==> config.mk <==
export PLATFORM = sky130hd
export DESIGN_NAME = prlpd_palette_ram
export DESIGN_NICKNAME = d
export VERILOG_FILES = /design/src/rtl/palette_run_length_pixel_decoder_top_macros.svh /design/src/rtl/prlpd_palette_ram.sv
export SDC_FILE = /design/constraint.sdc
export NUM_CORES = 2
export LEC_CHECK = 0
export ABC_CLOCK_PERIOD_IN_PS = 3350
export BUFFER_PORTS_ARGS = -buffer_cell sky130_fd_sc_hd__buf_2
export CORE_MARGIN = 1.5
export CORE_UTILIZATION = 44
export CTS_CLUSTER_DIAMETER = 150
export DETAILED_ROUTE_END_ITERATION = 8
export MAX_ROUTING_LAYER = met4
export PLACE_DENSITY = 0.65
export SYNTH_ARGS = -nofsm -noshare
export SYNTH_HDL_FRONTEND = slang
export SYNTH_SLANG_ARGS = --single-unit
==> constraint.sdc <==
create_clock -name clk -period 3.35 [get_ports clk]
set_input_delay 0.67 -clock clk [delete_from_list [all_inputs] [get_ports clk]]
set_output_delay 0.67 -clock clk [all_outputs]
set_load 0.005 [all_outputs]
==> src/rtl/palette_run_length_pixel_decoder_top_macros.svh <==
// Assertion macros for the palette run-length pixel decoder.
// Used by the top level only; no other dependencies.
`ifndef PALETTE_RUN_LENGTH_PIXEL_DECODER_TOP_MACROS_SVH
`define PALETTE_RUN_LENGTH_PIXEL_DECODER_TOP_MACROS_SVH

`ifndef NO_ASSERTIONS
`define PRLPD_ASSERT_NOW(label, clk, rst_n, ante, cons) \
	label: assert property (@(posedge clk) disable iff (!rst_n) (ante) |-> (cons)) \
		else $error("assertion failed");
`define PRLPD_ASSERT_NEXT(label, clk, rst_n, ante, cons) \
	label: assert property (@(posedge clk) disable iff (!rst_n) (ante) |=> (cons)) \
		else $error("assertion failed");
`else
`define PRLPD_ASSERT_NOW(label, clk, rst_n, ante, cons)
`define PRLPD_ASSERT_NEXT(label, clk, rst_n, ante, cons)
`endif

`endif

==> src/rtl/prlpd_palette_ram.sv <==
// Palette store: one write port, one registered read port.
// No dependencies.
module prlpd_palette_ram #(
	parameter int DEPTH = 256,
	parameter int WIDTH = 16,
	parameter int AW = (DEPTH > 1) ? $clog2(DEPTH) : 1
) (
	input  logic             clk,
	input  logic             we,
	input  logic [AW-1:0]    waddr,
	input  logic [WIDTH-1:0] wdata,
	input  logic [AW-1:0]    raddr,
	output logic [WIDTH-1:0] rdata
);

	logic [WIDTH-1:0] mem [DEPTH];

	always_ff @(posedge clk) begin
		if (we) begin
			mem[waddr] <= wdata;
		end
	end

	always_ff @(posedge clk) begin
		rdata <= mem[raddr];
	end

endmodule

==> flow_results.org <==
** Power
- For this design the total switching power over the nets is 23.0 mW.
- Power after layout :: 108 mW
- The worst-case IR drop observed on VDD is 0.000567 V.
- Power Density :: 583 nW/um^2
- Clock share of power :: 41.7%
- Pleak :: 59.6 nW
- Part of the power in registers :: 52.7%
- Comb power frac :: 5.6%
- Net switching is 21.4% of the power.
- The internal power of the cells totals 84.7 mW.

** Layout
- Fraction of final layout cells sized beyond drive strength 1 :: 29.9%
- The finished cells cover 185000 um^2.
- For this run, the post-layout net count is 8378.
- In the layout the commonest cells are 4096 x sky130_fd_sc_hd__edfxtp_1, 856 x sky130_fd_sc_hd__buf_4, 797 x sky130_fd_sc_hd__mux4_2.
- Area added between synthesis and finish :: 16.5%
- Leading cell type in the layout, fill and taps excluded :: sky130_fd_sc_hd__edfxtp_1

** Drt
- Highest metal layer with signal wires :: met4
- For this block, the routed nets add up to 428 mm of wire.
- Number of design-rule violations left by the first detailed-router iteration :: 10.9k
- Detailed routing placed a total of 40.4 mm of wire on met3.
- After detailed routing, the wire length on met1 is 168 mm.
- Drt pass-1 iters :: 5
- Detailed routing placed a total of 203 mm of wire on met2.
- Post-DRT Antenna Nets :: 0
- The routed layout has 81.6k vias.
- Drt drc :: 0
- After detailed routing, the average wire length per cell comes to 31.8 um.
- Using the TritonRoute via totals, the vias-per-cell ratio works out to 6.06.

** Clocking
- Largest buffer count on any clock path :: 4
- Cell at the root of the clock tree :: sky130_fd_sc_hd__clkbuf_16
- Clock latency on the worst-skew pair, taken at its later pin, is 0.96 ns.
- CTS tree :: done
- Clk pin slew, worst setup/hold paths :: 0.06 ns
- Clock buffer count from CTS :: 399
- Hold-fix buffer count after cts :: 0
- # Post-CTS Setup Buffers :: 0
- Once the clock tree was built, the resizer swapped 0 gates to a different size.
- Total number of clock tree sinks :: 4112
- # H-tree levels :: 5

** GRT
- Pin count of the biggest net entering global routing :: 97
- Sum of overflow across all layers after global routing :: 0
- Across every metal layer, demand over resource in global routing totals 23.9%.
- The first global-routing pass estimated 605 mm of wire.
- Via count of the first global-routing pass :: 80.5k
- The initial antenna violation count is 25.

** Setup path
- Worst Path Arrival :: 4.04 ns
- Delay of the slowest cell on the worst path :: 0.46 ns
- R2R cell count :: 6
- At the worst endpoint, the required time is 4.26 ns.
- The critical path is of the primary input to flop type.
- The worst setup path is captured at a flop.
- Cell with the largest stage delay on the worst path :: sky130_fd_sc_hd__nand4_1
- Worst Setup Start Kind :: primary input
- The worst register-to-register path begins at mem[59][2].
- Crit Reg-Reg Endpoint :: rdata[2]
- Sum of buffers and inverters on the critical path :: 8
- Broken down by cell family, the worst path's largest delay share belongs to buffers and inverters.
- Setup slack on the worst reg-to-reg path comes out at 0.48 ns.
- Max FO, Critical Path :: 22
- The critical path goes through buf_12 > buf_12 > buf_12 > buf_4 > buf_12 > mux2i_1 > o221ai_1 > buf_4 > o22ai_1 > o21ai_0 > buf_4 > nand4_1 > nor4_1 > buf_4.

** Floorplanning
- From left edge to right edge, the die measures 604 um.
- Initial Util :: 44.2%
- 50 I/O pins were placed.
- Area of the core :: 359000 um^2
- The floorplan has 220 rows.
- Die outline height :: 604 um
- Die Footprint :: 364000 um^2

** STA
- Derived from the worst setup path, the maximum achievable clock frequency is 319 MHz.
- Final hold viol count :: 0
- Post-layout minimum cycle time :: 3.13 ns
- Setup repair after global routing left no endpoint under its margin.
- Setup violations remaining at the end of the flow were counted as 0.
- At the pin with the least slew margin, the transition time is 1.15 ns.
- Portion of the clock cycle consumed by the worst path in the final layout :: 93.5%
- In this run the tightest slew margin relative to its limit is 22.5%.
- The final count of pins violating max slew was 0.
- Clock tree skew after final layout :: 0.0505 ns
- Hold timing on the final database bottoms out at a slack of 0.176 ns.

** Yosys
- Netlist area before placement :: 159000 um^2
- For this run, the leading register cell type out of synthesis is sky130_fd_sc_hd__edfxtp_1.
- Cell types occupying the most area after synthesis :: sky130_fd_sc_hd__edfxtp_1 77%, sky130_fd_sc_hd__mux4_2 11%, sky130_fd_sc_hd__mux2i_1 3.6%
- For this run, asynchronously set or reset flops after synthesis account for 0%.
- In this run the mean area of a mapped cell was 21.6 um^2.
- The share of the Yosys chip area taken by registers is 77.7%.
- After synthesis, the largest area contributor takes up 77.5% of total cell area.
- The largest total area in the synthesized netlist belongs to sky130_fd_sc_hd__edfxtp_1.
- In the synthesized netlist, the number of instances is 7360.
- Number of flops mapped to enable cells by yosys :: 4096
- Number of different library cells in the post-synthesis netlist :: 52
- Post-synth net total :: 7394
- Synthesis inferred 4112 register bits.
- For this run, the number of Yosys warnings is 0.

** Placed design
- After legalization and detailed placement, the total HPWL measured 265 mm.
- At the end of routability-driven placement, the weighted congestion stood at 0.906.
- Quantity of I/O buffers inserted on ports :: 49
- Area of placed instances :: 172000 um^2

** Hold path
- Cells on Worst Hold Path :: 1
- The path with the worst hold slack has its endpoint at mem[229][1].
- Classification of the worst-slack hold path :: primary input to flop
- In this run the most critical hold path is launched from wdata[1].

** Flow run
- Across the run, the number of max-cap violations was 0.

** Status
- Run status :: completed
cells by family after synthesis:
family                 count (synthesis)  share of synthesized area [%]
DFF                                 4112                           77.7
and+or+nand+nor                      556                           1.57
AOI/OAI and AO/OA                    786                           3.54
buffers and inverters                456                           1.69
muxes                               1450                           15.5
power by group through the flow:
stage / clock network (mW) / logic [mW] / registers (mW)
6_report: 44.9 / 6.00 / 56.8
5_1_grt: 47.3 / 6.23 / 56.8
2_1_floorplan: 0 / 2.80 / 57.8
4_1_cts: 45.4 / 5.97 / 56.8
3_5_place_dp: 0 / 5.96 / 57.9
3_3_place_gp: 0 / 5.86 / 57.9
stage by stage:
stage | util (%) | TNS [ns] | std cells | worst slack (ns)
5_1_grt | 51.5 | 0 | 13500 | 0.198
6_report | 51.5 | 0 | 13500 | 0.218
2_1_floorplan | - | 0 | 7360 | 0.515
4_1_cts | 51.5 | 0 | 13400 | 0.307
3_5_place_dp | 47.9 | -5.71 | 12700 | -0.686
3_3_place_gp | 47.9 | -5.52 | 12700 | -0.777
area by class of cell:
class	instances	area (um^2)
flip-flops and latches	4112	123000
clock buffers	482	10400
clock inverters	247	2650
fillers	27700	174000
multi-input cells	2792	33000
well taps	4773	5970
diodes	16	40.0
inverters	4	27.5
repair buffers	1035	9490
state kept, by name, summed over array words and instances, names as in the netlist:
register,cells
mem,4096
rdata,16
worst max path at each step:
stage                   from          end  depth (start not counted)
finish              raddr[0]     rdata[9]                         14
floorplan           waddr[3]  mem[235][0]                          6
CTS                 raddr[0]     rdata[9]                         14
global route        raddr[0]     rdata[9]                         14
detailed placement  raddr[0]     rdata[9]                         14
global placement    raddr[0]     rdata[9]                         14
synth_stat cells (3+ instances only):
library cell	number
sky130_fd_sc_hd__a2111oi_0	6
sky130_fd_sc_hd__a211oi_1	18
sky130_fd_sc_hd__a21oi_1	175
sky130_fd_sc_hd__a221oi_1	28
sky130_fd_sc_hd__a22o_1	32
sky130_fd_sc_hd__a22oi_1	43
sky130_fd_sc_hd__a31oi_1	6
sky130_fd_sc_hd__and3_1	11
sky130_fd_sc_hd__buf_1	27
sky130_fd_sc_hd__buf_12	5
sky130_fd_sc_hd__buf_2	76
sky130_fd_sc_hd__buf_4	26
sky130_fd_sc_hd__buf_6	77
sky130_fd_sc_hd__buf_8	11
sky130_fd_sc_hd__clkbuf_1	230
sky130_fd_sc_hd__dfxtp_1	16
sky130_fd_sc_hd__edfxtp_1	4096
sky130_fd_sc_hd__inv_1	3
sky130_fd_sc_hd__mux2_2	88
sky130_fd_sc_hd__mux2i_1	565
sky130_fd_sc_hd__mux4_2	797
sky130_fd_sc_hd__nand2_1	38
sky130_fd_sc_hd__nand2b_1	3
sky130_fd_sc_hd__nand3_1	35
sky130_fd_sc_hd__nand4_1	26
sky130_fd_sc_hd__nand4b_1	3
sky130_fd_sc_hd__nor2_1	304
sky130_fd_sc_hd__nor2b_1	9
sky130_fd_sc_hd__nor3_1	92
sky130_fd_sc_hd__nor4_1	17
sky130_fd_sc_hd__o21ai_0	37
sky130_fd_sc_hd__o221ai_1	252
sky130_fd_sc_hd__o22ai_1	148
sky130_fd_sc_hd__o31ai_1	16
sky130_fd_sc_hd__o32ai_1	20
sky130_fd_sc_hd__or2_2	4
worst register-to-register path, stage by stage (launching register included):
cell and delay (ns):
sky130_fd_sc_hd__edfxtp_1 0.37, sky130_fd_sc_hd__mux4_2 0.49, sky130_fd_sc_hd__mux4_2 0.49, sky130_fd_sc_hd__a22o_1 0.43
sky130_fd_sc_hd__o32ai_1 0.67, sky130_fd_sc_hd__buf_4 0.23, sky130_fd_sc_hd__nor4_1 0.04
layer usage:
layer | vias up | GRT usage [%]
met5 | - | -
met3 | 681 | 4.28
met4 | 0 | 8.28
met2 | 4231 | 36.7
li1 | 33200 | -
met1 | 43400 | 32.4
Power figures use the tool's default switching activity.
