[src/rtl/palette_run_length_pixel_decoder_top_macros.svh]
// Assertion macros for the palette run-length pixel decoder.
// Used by the top level only; no other dependencies.
`ifndef PALETTE_RUN_LENGTH_PIXEL_DECODER_TOP_MACROS_SVH
`define PALETTE_RUN_LENGTH_PIXEL_DECODER_TOP_MACROS_SVH

`ifndef NO_ASSERTIONS
`define PRLPD_ASSERT_NOW(label, clk, rst_n, ante, cons) \
	label: assert property (@(posedge clk) disable iff (!rst_n) (ante) |-> (cons)) \
		else $error("assertion failed");
`define PRLPD_ASSERT_NEXT(label, clk, rst_n, ante, cons) \
	label: assert property (@(posedge clk) disable iff (!rst_n) (ante) |=> (cons)) \
		else $error("assertion failed");
`else
`define PRLPD_ASSERT_NOW(label, clk, rst_n, ante, cons)
`define PRLPD_ASSERT_NEXT(label, clk, rst_n, ante, cons)
`endif

`endif

[src/rtl/prlpd_pkg.sv]
// Shared constants, types and the index mask table of the pixel decoder.
// No dependencies.
package prlpd_pkg;

	localparam int PALETTE_DEPTH = 256;
	localparam int ADDR_W = (PALETTE_DEPTH > 1) ? $clog2(PALETTE_DEPTH) : 1;
	localparam int SLOTS = 4;
	localparam int PIXELS_PER_RESULT = 4;
	localparam int GROUP = (PIXELS_PER_RESULT > SLOTS) ? SLOTS : PIXELS_PER_RESULT;
	localparam int COLOR_W = 16;
	localparam int COUNT_W = 8;
	localparam int TAKE_W = 3;

	localparam logic CFG_PIXEL_BITS = 1'b0;
	localparam logic CFG_COMPRESSED = 1'b1;

	localparam logic KIND_PALETTE = 1'b0;
	localparam logic KIND_STREAM = 1'b1;

	typedef struct packed {
		logic               start;
		logic               in_range;
		logic [COUNT_W-1:0] count;
	} run_req_t;

	typedef struct packed {
		logic busy;
		logic emitting;
	} seq_status_t;

	function automatic logic [7:0] index_mask(input logic [3:0] bits);
		logic [7:0] m;
		unique case (bits)
			4'd0: m = 8'h00;
			4'd1: m = 8'h01;
			4'd2: m = 8'h03;
			4'd3: m = 8'h07;
			4'd4: m = 8'h0F;
			4'd5: m = 8'h1F;
			4'd6: m = 8'h3F;
			4'd7: m = 8'h7F;
			default: m = 8'hFF;
		endcase
		return m;
	endfunction

endpackage

[src/rtl/prlpd_run_seq.sv]
// Run sequencer: takes up to four pixels per pass off the run count with one
// shared compare/subtract unit and drives the output register. Uses prlpd_pkg.
module prlpd_run_seq
	import prlpd_pkg::*;
(
	input  logic               clk,
	input  logic               arst_n,
	input  run_req_t           req,
	input  logic [COLOR_W-1:0] rdata,
	input  logic               out_stall,
	output logic               out_valid,
	output logic [COLOR_W-1:0] pix [SLOTS],
	output logic [TAKE_W-1:0]  pix_count,
	output logic               run_end,
	output seq_status_t        status
);

	localparam logic [1:0] ST_IDLE = 2'd0;
	localparam logic [1:0] ST_READ = 2'd1;
	localparam logic [1:0] ST_EMIT = 2'd2;

	logic [1:0]         state_q;
	logic [COUNT_W-1:0] cnt_q;
	logic               in_range_q;
	logic [COLOR_W-1:0] color_q;
	logic               out_valid_q;
	logic [COLOR_W-1:0] pix_q [SLOTS];
	logic [TAKE_W-1:0]  count_q;
	logic               run_end_q;

	logic [TAKE_W-1:0]  take;
	logic [COUNT_W-1:0] rem;
	logic               load;

	// shared unit: clamp and subtract
	assign take = (cnt_q > COUNT_W'(GROUP)) ? TAKE_W'(GROUP) : cnt_q[TAKE_W-1:0];
	assign rem = cnt_q - {{(COUNT_W-TAKE_W){1'b0}}, take};
	assign load = (state_q == ST_EMIT) && (!out_valid_q || !out_stall);

	always_ff @(posedge clk or negedge arst_n) begin
		if (!arst_n) begin
			state_q <= ST_IDLE;
			out_valid_q <= 1'b0;
		end else begin
			unique case (state_q)
				ST_IDLE: begin
					if (req.start) begin
						state_q <= ST_READ;
					end
				end
				ST_READ: begin
					state_q <= ST_EMIT;
				end
				ST_EMIT: begin
					if (load && rem == '0) begin
						state_q <= ST_IDLE;
					end
				end
				default: begin
					state_q <= ST_IDLE;
				end
			endcase
			if (load) begin
				out_valid_q <= 1'b1;
			end else if (!out_stall) begin
				out_valid_q <= 1'b0;
			end
		end
	end

	always_ff @(posedge clk) begin
		if (state_q == ST_IDLE && req.start) begin
			cnt_q <= req.count;
			in_range_q <= req.in_range;
		end
		if (state_q == ST_READ) begin
			color_q <= in_range_q ? {rdata[7:0], rdata[15:8]} : '0;
		end
		if (load) begin
			cnt_q <= rem;
			count_q <= take;
			run_end_q <= (rem == '0);
			for (int s = 0; s < SLOTS; s++) begin
				pix_q[s] <= (s < int'(take)) ? color_q : '0;
			end
		end
	end

	assign out_valid = out_valid_q;
	assign pix = pix_q;
	assign pix_count = count_q;
	assign run_end = run_end_q;
	assign status.busy = (state_q != ST_IDLE);
	assign status.emitting = (state_q == ST_EMIT);

endmodule

[config.mk]
export PLATFORM = sky130hd
export DESIGN_NAME = prlpd_run_seq
export DESIGN_NICKNAME = d
export VERILOG_FILES = /design/src/rtl/palette_run_length_pixel_decoder_top_macros.svh /design/src/rtl/prlpd_pkg.sv /design/src/rtl/prlpd_run_seq.sv
export SDC_FILE = /design/constraint.sdc
export NUM_CORES = 1
export LEC_CHECK = 0
export BUFFER_PORTS_ARGS = -buffer_cell sky130_fd_sc_hd__buf_2
export CAP_MARGIN = 20
export CORE_MARGIN = 5
export CORE_UTILIZATION = 45
export DETAILED_ROUTE_END_ITERATION = 10
export PLACE_DENSITY = 0.69
export SYNTH_ARGS = -nofsm -noshare
export SYNTH_HDL_FRONTEND = slang
export SYNTH_SLANG_ARGS = --single-unit
[constraint.sdc]
create_clock -name clk -period 3.35 [get_ports clk]
set_clock_uncertainty 0.1 [all_clocks]
set_input_delay 0.5025 -clock clk [delete_from_list [all_inputs] [get_ports clk]]
set_output_delay 0.5025 -clock clk [all_outputs]
set_load 0.02 [all_outputs]
==> flow_summary_export.csv <==
group,metric,value,unit
floorplanning,die-height,104,um
routing,drc,0,
cells_and_area,drive_above_1_share,37.8,%
logic_synthesis,yosysTopAreaCellShare,70.9,%
cells_and_area,diodes,0,
worst_hold_path,min_path_type,"in2reg",
timing,maxSlewViolCount,0,
logic_synthesis,synth_warnings,0,
clock_network,cts_root_buffer,"clkbuf_8",
worst_hold_path,min-delay-start,"req[8]",
logic_synthesis,async_flop_share,3.13,%
timing,fmax,333,MHz
floorplanning,die_x,104,um
routing,wl_per_cell,15.9,um
logic_synthesis,ys_ff_latch,96,
setup_path,r2r-start,"cnt_q[4]",
logic_synthesis,synth-edff-count,93,
logic_synthesis,synthFlopType,"edfxtp_1",
timing,final.setup.worst_slack,0.348,ns
routing,vias_per_cell,4.89,
timing,layout_min_cycle_time,3.00,ns
place,post-dp-hpwl,5.03,mm
worst_hold_path,min_to,"in_range_q",
setup_path,arrival,2.99,ns
clock_network,path_clk_slew,0.09,ns
routing,routed_wl,7.59,mm
setup_path,startpoint,"cnt_q[4]",
logic_synthesis,yosysSeqAreaShare,72.8,%
grt,grt_overflow,0,
cells_and_area,final_common_cell,"buf_2",
grt,grt_pass1_wl,12.0,mm
grt,grt_usage,14.1,%
logic_synthesis,synthesis.nets,291,
flow_run,maxCapViolCount,0,
cells_and_area,final_area,4750,sq um
timing,relSlewSlack,35.9,%
timing,tightest_slew,0.957,ns
power_and_ir_drop,power.density,886,nW/um^2
clock_network,cts_tree,"done",
clock_network,clock_latency,0.35,ns
setup_path,reg2reg_depth,8,
logic_synthesis,ys_top_cells_by_area,"edfxtp_1 71%, and2_1 6.0%, nor2b_1 5.4%",
setup_path,reg2reg_to,"run_end",
place,place.gp.congestion,0.806,
clock_network,clockBufferDepth,2,
cells_and_area,syn2layout_area_growth,20.7,%
timing,finalHoldViolations,0,
floorplanning,num_rows,34,
setup_path,cp-start-kind,"flop",
routing,dr.pass1.iters,4,
worst_hold_path,min_delay_path_depth,1,
place,portBuffers,99,
clock_network,htree_levels,3,
timing,timing.final.crit_share,89.6,%
floorplanning,num_io_pins,100,
cells_and_area,fin_nets,393,
floorplanning,start_util,45.6,%
setup_path,timing.reg2reg.setup_slack,0.35,ns
power_and_ir_drop,vdd.ir_drop.worst,0.619,mV
cells_and_area,final_cell_mix,"99 x buf_2, 93 x edfxtp_1, 38 x and2_1",
logic_synthesis,netlist_area,3940,sq um
power_and_ir_drop,power_leakage,1.86,nW
clock_network,cts_buffers,9,
grt,grt_max_degree,50,
place,place_ws,0.375,ns
setup_path,worstSetupPathType,"reg2reg",
floorplanning,dieArea,10700,sq um
routing,ant_nets,0,
outcome,outcome,"completed",
setup_path,required,3.34,ns
place,post_dp_cell_area,4520,sq um
grt,grt_pass1_vias,2353,
logic_synthesis,syn_inst,261,
logic_synthesis,yosys.area.top_type,"edfxtp_1",
grt,antenna_found_initial,0,
clock_network,ctsResizeCount,0,
timing,rsz0062_at_grt,"no",
timing,finalSetupTns,0,ns
clock_network,cts.sinks,96,
routing,drtIter0Drc,110,
routing,vias,2326,
setup_path,worst_setup_path_end_kind,"flop",
floorplanning,coreArea,8640,sq um
logic_synthesis,avgSynthCellArea,15.1,sq um
timing,setup_viol,0,
setup_path,crit_fanout,24,
logic_synthesis,synth.distinct_cells,41,
==> stage by stage <==
stage	utilization (%)	instances	power (W)	hold slack (ns)
2_1_floorplan	-	261	0.00301	0.107
3_3_place_gp	52.3	458	0.00339	0.204
3_5_place_dp	52.4	459	0.00344	0.206
4_1_cts	55.0	476	0.00426	0.215
5_1_grt	55.0	476	0.00443	0.217
6_report	55.0	476	0.00421	0.230
==> cells in the mapped netlist, types with 2 or more instances <==
library cell and count:
edfxtp_1 93, and2_1 38, nor2b_1 34, and2_4 10, o21ai_0 10, nand2_1 9
inv_1 7, nor2_1 7, nor3_1 6, clkbuf_1 5, a21oi_1 3, dfrtp_1 3
buf_2 2, buf_6 2, mux2_2 2, nor4_1 2, o211ai_1 2, or4_1 2
xnor2_1 2
==> where the power goes <==
group | internal (W) | switching [W]
logic | 0.000463 | 0.000852
registers | 0.00185 | 0.000236
clock network | 0.000425 | 0.000393
total | 0.00273 | 0.00148
==> cells by family after synthesis <==
| group | share of synthesized area, % |
|---|---|
| xor gates and xnor gates | 0.445 |
| DFF | 72.8 |
| other | 0.0952 |
| buffers and inverters | 2.54 |
| AOI/OAI and AO/OA | 4.45 |
| muxes | 0.572 |
| and+or+nand+nor | 18.7 |
| adders and majority gates | 0.318 |
==> worst max-delay path by stage <==
stage                            end  slack, ns  cells after the start
after detailed placement     run_end       0.38                      8
after floorplan             cnt_q[6]       0.13                      4
after CTS                    run_end       0.35                      8
final                        run_end       0.35                      8
after global placement       run_end       0.48                      8
after global routing      state_q[1]       0.17                      8
==> metal layers <==
metal	GRT usage (%)	up-vias	routed length (um)
li1	-	1135	-
met1	17.1	1107	3250
met2	23.3	74	3680
met3	4.42	10	540
met4	5.90	0	124
met5	0	-	0
==> registers in the layout (all words and copies together), names as in the netlist <==
name        cells
cnt_q           8
color_q        16
in_range_q      1
out_valid       1
pix            64
pix_count       3
run_end         1
state_q         2
==> timing repair <==
action | CTS | global route
setup buffers | 0 | 0
hold buffers | 1 | 0
endpoints found under the hold margin | 3 | 0
==> critical path, stage by stage (launching register included) <==
cell      delay, ns
edfxtp_1       0.53
or4_4          0.60
nand2b_4       0.30
nand2_1        0.13
ha_1           0.30
nor3_1         0.08
and3_2         0.23
o311ai_1       0.37
nor2_1         0.09
==> final cells by class <==
class / instances / area, sq um
fillers: 754 / 3880
well taps: 108 / 135
multi-input cells: 147 / 972
repair buffers: 102 / 533
clock buffers: 10 / 128
inverters: 7 / 26.3
flip-flops and latches: 96 / 2870
clock inverters: 6 / 91.3
Note: power is estimated with default switching activity, not from simulation.
